## src/rtl/ctd_pkg.sv

```systemverilog
// Shared types and constants for the chunked transfer decoder.
// Used by ctd_step, ctd_out_reg and chunked_transfer_decoder_unit; no dependencies.
`default_nettype none
package ctd_pkg;

	localparam int unsigned MAX_BODY = 1048576;
	localparam int unsigned LEN_W = 21;
	localparam int unsigned SIZE_W = 32;
	localparam logic [LEN_W-1:0] LEN_FIELD_MAX = {LEN_W{1'b1}};
	localparam logic [LEN_W-1:0] LEN_CAP =
		(MAX_BODY < (1 << LEN_W)) ? LEN_W'(MAX_BODY) : LEN_FIELD_MAX;

	localparam logic [7:0] CH_CR  = 8'h0D;
	localparam logic [7:0] CH_LF  = 8'h0A;
	localparam logic [7:0] CH_TAB = 8'h09;
	localparam logic [7:0] CH_SP  = 8'h20;
	localparam logic [7:0] CH_PLUS  = 8'h2B;
	localparam logic [7:0] CH_MINUS = 8'h2D;

	typedef enum logic [2:0] {
		PH_SKIP   = 3'd0,
		PH_SIZE   = 3'd1,
		PH_HDR_LF = 3'd2,
		PH_DATA   = 3'd3,
		PH_DONE   = 3'd4
	} ctd_phase_t;

	typedef struct packed {
		ctd_phase_t        phase;
		logic [SIZE_W-1:0] size_acc;
		logic [SIZE_W-1:0] data_left;
		logic [LEN_W-1:0]  emitted;
	} ctd_state_t;

	typedef struct packed {
		logic             present;
		logic [7:0]       pbyte;
		logic             pvalid;
		logic             done;
		logic [LEN_W-1:0] length;
	} ctd_result_t;

	localparam ctd_state_t CTD_STATE_RESET = '{
		phase: PH_SKIP, size_acc: '0, data_left: '0, emitted: '0};

endpackage
`default_nettype wire

```

## src/rtl/ctd_step.sv

```systemverilog
// Combinational decode of one body byte against the current parser state.
// Depends on ctd_pkg for the state and result structs.
`default_nettype none
module ctd_step (
	input  var ctd_pkg::ctd_state_t  cur,
	input  var logic [7:0]           body_byte,
	input  var logic                 body_end,
	output ctd_pkg::ctd_state_t      nxt,
	output ctd_pkg::ctd_result_t     res
);
	import ctd_pkg::*;

	logic       is_ws;
	logic       is_hex;
	logic [3:0] hex_val;
	logic [SIZE_W-1:0] acc_digit;

	always_comb begin
		is_ws = (body_byte == CH_SP) || (body_byte == CH_TAB) ||
			(body_byte == CH_CR) || (body_byte == CH_LF);
		is_hex = 1'b1;
		hex_val = 4'd0;
		if (body_byte >= 8'h30 && body_byte <= 8'h39) begin
			hex_val = 4'(body_byte - 8'h30);
		end else if (body_byte >= 8'h61 && body_byte <= 8'h66) begin
			hex_val = 4'(body_byte - 8'h57);
		end else if (body_byte >= 8'h41 && body_byte <= 8'h46) begin
			hex_val = 4'(body_byte - 8'h37);
		end else begin
			is_hex = 1'b0;
		end
	end

	// Accumulator after taking a digit; the size saturates at all ones.
	function automatic logic [SIZE_W-1:0] add_digit(input logic [SIZE_W-1:0] acc,
			input logic [3:0] v);
		if (acc[SIZE_W-1 -: 4] != 4'd0) begin
			return {SIZE_W{1'b1}};
		end
		return {acc[SIZE_W-5:0], v};
	endfunction

	assign acc_digit = add_digit(cur.size_acc, hex_val);

	always_comb begin
		logic was_done;
		logic take;
		logic end_hdr;
		logic [SIZE_W-1:0] acc;
		was_done = (cur.phase == PH_DONE);
		nxt = cur;
		res = '0;
		take = 1'b0;
		end_hdr = 1'b0;
		acc = cur.size_acc;

		case (cur.phase)
			PH_SKIP: begin
				if (!is_ws) begin
					acc = '0;
					if (body_byte == CH_PLUS || body_byte == CH_MINUS) begin
						nxt.phase = PH_SIZE;
					end else if (is_hex) begin
						acc = {{(SIZE_W-4){1'b0}}, hex_val};
						nxt.phase = PH_SIZE;
					end else begin
						end_hdr = 1'b1;
					end
				end
			end
			PH_SIZE: begin
				if (is_hex) begin
					acc = acc_digit;
				end else begin
					end_hdr = 1'b1;
				end
			end
			PH_HDR_LF: begin
				if (body_byte == CH_LF) begin
					nxt.phase = PH_DATA;
				end else begin
					take = 1'b1;
				end
			end
			PH_DATA: take = 1'b1;
			default: nxt.phase = PH_DONE;
		endcase
		nxt.size_acc = acc;

		if (end_hdr) begin
			if (acc == '0) begin
				res.done = 1'b1;
				nxt.phase = PH_DONE;
			end else begin
				nxt.data_left = acc;
				if (body_byte == CH_CR) begin
					nxt.phase = PH_HDR_LF;
				end else if (body_byte == CH_LF) begin
					nxt.phase = PH_DATA;
				end else begin
					take = 1'b1;
				end
			end
		end

		if (take) begin
			res.pbyte = body_byte;
			res.pvalid = 1'b1;
			if (cur.emitted < LEN_CAP) begin
				nxt.emitted = cur.emitted + 1'b1;
			end
			if (nxt.data_left != '0) begin
				nxt.data_left = nxt.data_left - 1'b1;
			end
			nxt.phase = (nxt.data_left == '0) ? PH_SKIP : PH_DATA;
		end

		if (body_end && !was_done) begin
			res.done = 1'b1;
		end
		res.length = nxt.emitted;
		res.present = res.pvalid || res.done;

		// The end of the body starts a fresh message with the next byte.
		if (body_end) begin
			nxt = CTD_STATE_RESET;
		end
	end

endmodule
`default_nettype wire

```

## src/rtl/ctd_out_reg.sv

```systemverilog
// Result register of the decoder with its stream handshake toward the receiver.
// Depends on ctd_pkg for the result struct.
`default_nettype none
module ctd_out_reg (
	input  var logic                 clk,
	input  var logic                 arst_n,
	input  var logic                 load,
	input  var ctd_pkg::ctd_result_t din,
	output logic                     busy,
	output logic                     m_tvalid,
	input  var logic                 m_tready,
	output logic [31:0]              m_tdata,
	output logic                     m_tuser,
	output logic                     m_tlast
);
	import ctd_pkg::*;

	logic        valid_q;
	ctd_result_t res_q;

	always_ff @(posedge clk or negedge arst_n) begin
		if (!arst_n) begin
			valid_q <= 1'b0;
		end else if (load) begin
			valid_q <= 1'b1;
		end else if (m_tready) begin
			valid_q <= 1'b0;
		end
	end

	always_ff @(posedge clk) begin
		if (load) begin
			res_q <= din;
		end
	end

	// The register can take a new result when empty or being drained.
	assign busy = valid_q && !m_tready;
	assign m_tvalid = valid_q;
	assign m_tdata = {3'b000, res_q.length, res_q.pbyte};
	assign m_tuser = res_q.pvalid;
	assign m_tlast = res_q.done;

endmodule
`default_nettype wire

```

## src/rtl/chunked_transfer_decoder_unit.sv

```systemverilog
// Chunked transfer decoder: turns a chunked HTTP body byte stream into payload bytes.
// Instantiates ctd_step and ctd_out_reg; depends on ctd_pkg.
//
// Input channel (s_*): one body byte per item, s_tlast marks the last byte of the body.
// Output channel (m_*): at most one item per input byte. m_tuser is 1 when m_tdata[7:0]
// holds a payload byte; m_tlast is 1 on the item that ends the message, and
// m_tdata[28:8] then holds the final payload length (otherwise the running count).
// Header bytes, separators and bytes after the terminating zero chunk give no item.
// Throughput is one byte per cycle while the result register is not held by a stalled
// receiver: the parser state advances when the byte in the input register moves on.
// A byte accepted into the input register is decoded there and lands in the result
// register once that register is free.
// Reset clears the parser to the start of a message and empties both registers.
// When the receiver stalls, one result waits in the result register while one more
// byte waits in the input register; s_tready falls only when both are held.
`default_nettype none
module chunked_transfer_decoder_unit (
	input  var logic        clk,
	input  var logic        arst_n,
	input  var logic        s_tvalid,
	output logic            s_tready,
	input  var logic [7:0]  s_tdata,   // [7:0] body_byte
	input  var logic        s_tlast,   // body_end
	output logic            m_tvalid,
	input  var logic        m_tready,
	output logic [31:0]     m_tdata,   // [7:0] payload_byte, [28:8] payload_length, rest zero
	output logic            m_tuser,   // payload_valid
	output logic            m_tlast    // message_done
);
	import ctd_pkg::*;

	logic        valid_s1;
	logic [7:0]  byte_s1;
	logic        last_s1;
	ctd_state_t  state_q;
	ctd_state_t  state_nxt;
	ctd_result_t res;
	logic        out_busy;
	logic        advance;

	assign advance = valid_s1 && !out_busy;
	assign s_tready = !valid_s1 || advance;

	always_ff @(posedge clk or negedge arst_n) begin
		if (!arst_n) begin
			valid_s1 <= 1'b0;
		end else if (s_tready) begin
			valid_s1 <= s_tvalid;
		end
	end

	always_ff @(posedge clk) begin
		if (s_tready && s_tvalid) begin
			byte_s1 <= s_tdata;
			last_s1 <= s_tlast;
		end
	end

	always_ff @(posedge clk or negedge arst_n) begin
		if (!arst_n) begin
			state_q <= CTD_STATE_RESET;
		end else if (advance) begin
			state_q <= state_nxt;
		end
	end

	ctd_step u_step (
		.cur       (state_q),
		.body_byte (byte_s1),
		.body_end  (last_s1),
		.nxt       (state_nxt),
		.res       (res)
	);

	ctd_out_reg u_out (
		.clk      (clk),
		.arst_n   (arst_n),
		.load     (advance && res.present),
		.din      (res),
		.busy     (out_busy),
		.m_tvalid (m_tvalid),
		.m_tready (m_tready),
		.m_tdata  (m_tdata),
		.m_tuser  (m_tuser),
		.m_tlast  (m_tlast)
	);

endmodule
`default_nettype wire

```

## config.mk

```make
export PLATFORM = sky130hd
export DESIGN_NAME = chunked_transfer_decoder_unit
export DESIGN_NICKNAME = d
export VERILOG_FILES = /design/src/rtl/ctd_pkg.sv /design/src/rtl/ctd_step.sv /design/src/rtl/ctd_out_reg.sv /design/src/rtl/chunked_transfer_decoder_unit.sv
export SDC_FILE = /design/constraint.sdc
export NUM_CORES = 1
export LEC_CHECK = 0
export ABC_AREA = 1
export BUFFER_PORTS_ARGS = -buffer_cell sky130_fd_sc_hd__buf_2
export CORE_MARGIN = 10
export CORE_UTILIZATION = 40
export CTS_BUF_LIST = sky130_fd_sc_hd__clkbuf_4 sky130_fd_sc_hd__clkbuf_8
export DETAILED_ROUTE_END_ITERATION = 8
export PLACE_DENSITY = 0.65
export SLEW_MARGIN = 20
export SYNTH_ARGS = -nofsm -noshare
export SYNTH_HDL_FRONTEND = slang
export SYNTH_SLANG_ARGS = --single-unit
```

## constraint.sdc

```tcl
create_clock -name clk -period 11.2 [get_ports clk]
set_clock_uncertainty 0.05 [all_clocks]
set_input_delay 1.12 -clock clk [delete_from_list [all_inputs] [get_ports clk]]
set_output_delay 1.12 -clock clk [all_outputs]
set_load 0.01 [all_outputs]
```

==> out/metrics.csv <==
metric,value,unit
Resize count post-CTS,0,
number of DRC markers in iteration 0,783,
CTS tree,built,
final hold viol count,0,
Post-Syn Area,0.00896,sq mm
H-tree depth,4,
GRT Util Overall,17.6,%
via count,8288,
Tightest Pin Transition,1.10,ns
FP Rows,54,
via density per instance,5.15,
post-route clock period utilization,55.0,%
synth top area cells,"dfrtp_1 25%, nand2_1 17%, edfxtp_1 13%",
crit path time final,6.16,ns
"FF+latch count, synth",130,
Synth Flop Type,dfrtp_1,
maximum VDD drop,0.143,mV
port bufs,45,
clk_lat worst skew,0.45,ns
maxcap violations,0,
Die Area,0.0288,sq mm
leakage power,4.97,nW
Die H,170,um
relative slew slack,26.7,%
Mapped Cells,1296,
Crit Path Class,register to register,
element type at the critical path start,register,
"area leader, netlist",dfrtp_1,
Worst Hold Class,register to register,
largest net degree at the start of global routing,63,
RSZ-0062 raised after global routing,false,
grt ovf,0,
ratio of cells with drive above 1 in the final layout,12.7,%
Initial Utilization,40.8,%
global-route wire length before repair,41000,um
Synth cell types,40,
Cells after DPL,1576,
initial antenna violation count,0,
Max Root-Sink Buffers,2,
CTS root buf,clkbuf_8,
"Slew Viols, Final",0,
type of destination of the critical path,register,
fin area,0.00972,sq mm
non-filler instance count after layout,1608,
crit-path max cell delay,0.56,ns
Crit path required time,11.49,ns
setup TNS,0,ns
final wirelength,25300,um
DRC violations left,0,
post-synthesis async set-or-reset flop share,69.2,%
pwr dens,285,mW/mm^2
placed cell areas,0.00930,sq mm
Post CTS Setup Buffer Count,0,
Pre-antenna DRT Iters,5,
total CTS buffers,17,
pre-CTS setup slack,5.10,ns
"EDFF count, synth",40,
cts hold-fix bufs,0,
status,finished clean,
Hold WS,0.441,ns
vias in the first global route,7834,
diode count,0,
CORE AREA,0.0220,sq mm
wire per inst,15.7,um
Die Width,170,um
Final #Nets,1336,
Crit path arrival time,6.46,ns
CP most frequent cell,nand2_1,
clk slew on worst S/H paths,0.09,ns
area grow syn2layout,8.49,%
# IOs,49,
final setup fails,0,
Clock Sinks,130,
Avg Inst Size Synth,6.91,sq um
Yosys warning total,0,
Final GP Congestion,0.950,
Worst Path Max Fanout,48,
Final Worst Setup Slack,5.04,ns
ANT nets after route,0,
f_max,162,MHz
"Slowest-stage cell, CP",nand2_2,
DP HPWL,18300,um
sequential element share of the synthesized area,38.5,%
top cell type's share of synthesized area,25.1,%
metal layers:
layer  track usage, %  vias up  share of wire, %
met2             28.4      211                46
met3             3.26       18               5.4
li1                 -     4195                 -
met4             4.24        0               1.2
met5                0        -                 0
met1             23.8     3864                48
placed cells by master (no fill, tap or decap), types with 5 or more instances in the layout:
cell type / count
edfxtp_1: 40
ha_1: 8
nor2_4: 5
nor2_2: 21
o211ai_2: 17
nand3_1: 98
nand4_1: 8
o211ai_1: 9
inv_8: 7
o21ai_0: 87
inv_1: 157
dfrtp_1: 90
nand2_2: 24
nand2_1: 413
xor2_1: 22
buf_4: 13
inv_2: 5
o22ai_1: 40
nor3_1: 6
a21oi_1: 34
clkbuf_8: 17
buf_2: 44
nor2_1: 126
worst paths after layout:
kind / start / endpoint / slack [ns] / depth (start not counted)
max in group asynchronous: arst_n / state_q[51]$_DFFE_PN0P_ / 9.43 / 2
worst min register to register: state_q[86]$_DFFE_PN0P_ / state_q[86]$_DFFE_PN0P_ / 0.44 / 2
worst max register to register: byte_s1[1]$_DFFE_PP_ / state_q[85]$_DFFE_PN0P_ / 5.04 / 35
worst min-delay path: state_q[86]$_DFFE_PN0P_ / state_q[86]$_DFFE_PN0P_ / 0.44 / 2
min in group asynchronous: arst_n / state_q[46]$_DFFE_PN0P_ / 0.54 / 1
worst max-delay path: byte_s1[1]$_DFFE_PP_ / state_q[85]$_DFFE_PN0P_ / 5.04 / 35
layout make-up:
cell class	instances	area, sq um
Fill cell	2293	12200
Multi-Input combinational cell	942	4540
Sequential cell	130	3450
Inverter	167	629
Tap cell	280	350
Timing Repair Buffer	57	318
Clock buffer	17	234
Clock inverter	15	190
critical path: cells and delay by family (launching register included):
| family | cells | cell delay, ns |
|---|---|---|
| AO/OA/AOI/OAI | 3 | 0.50 |
| adder cells (fa/ha/maj) | 2 | 0.51 |
| buffers and inverters | 4 | 1.02 |
| flip-flops | 1 | 0.48 |
| AND/OR/NAND/NOR | 26 | 3.46 |
synthesized netlist by cell type, types with 8 or more instances:
cell type and n:
o21ai_0 87, nor2_2 19, clkbuf_1 25, o211ai_1 9, buf_6 8, buf_2 17, nor2_1 128, a21oi_1 34
inv_1 157, o22ai_1 40, edfxtp_1 40, nand2_2 24, o211ai_2 17, nand3_1 98, xor2_1 22, dfrtp_1 90
nand4_1 8, ha_1 8, nand2_1 413
kinds of logic after synthesis:
| family | synth area share [%] |
|---|---|
| flops | 38.5 |
| compound gates | 13.8 |
| fa+ha+maj | 1.12 |
| xor+xnor | 2.15 |
| buf+inv | 10.9 |
| simple gates | 33.4 |
| other cells | 0.0419 |
sequential cells by signal, summed over array words and instances (netlist names):
register        count
u_out.m_tvalid      1
state_q            88
valid_s1            1
u_out.m_tuser       1
u_out.m_tlast       1
last_s1             1
u_out.m_tdata      29
byte_s1             8
power breakdown:
| group | total (W) | internal [W] | switching, W |
|---|---|---|---|
| clock | 0.000437 | 0.000210 | 0.000226 |
| combinational | 0.00169 | 0.000447 | 0.00124 |
| sequential | 0.000642 | 0.000606 | 0.0000359 |
metrics by stage:
step	power [W]	utilization, %
6_report	0.00277	44.3
5_1_grt	0.00301	44.3
4_1_cts	0.00277	44.3
3_5_place_dp	0.00232	42.3
3_3_place_gp	0.00233	42.3
2_1_floorplan	0.00188	-
(Power assumes the default switching activity.)
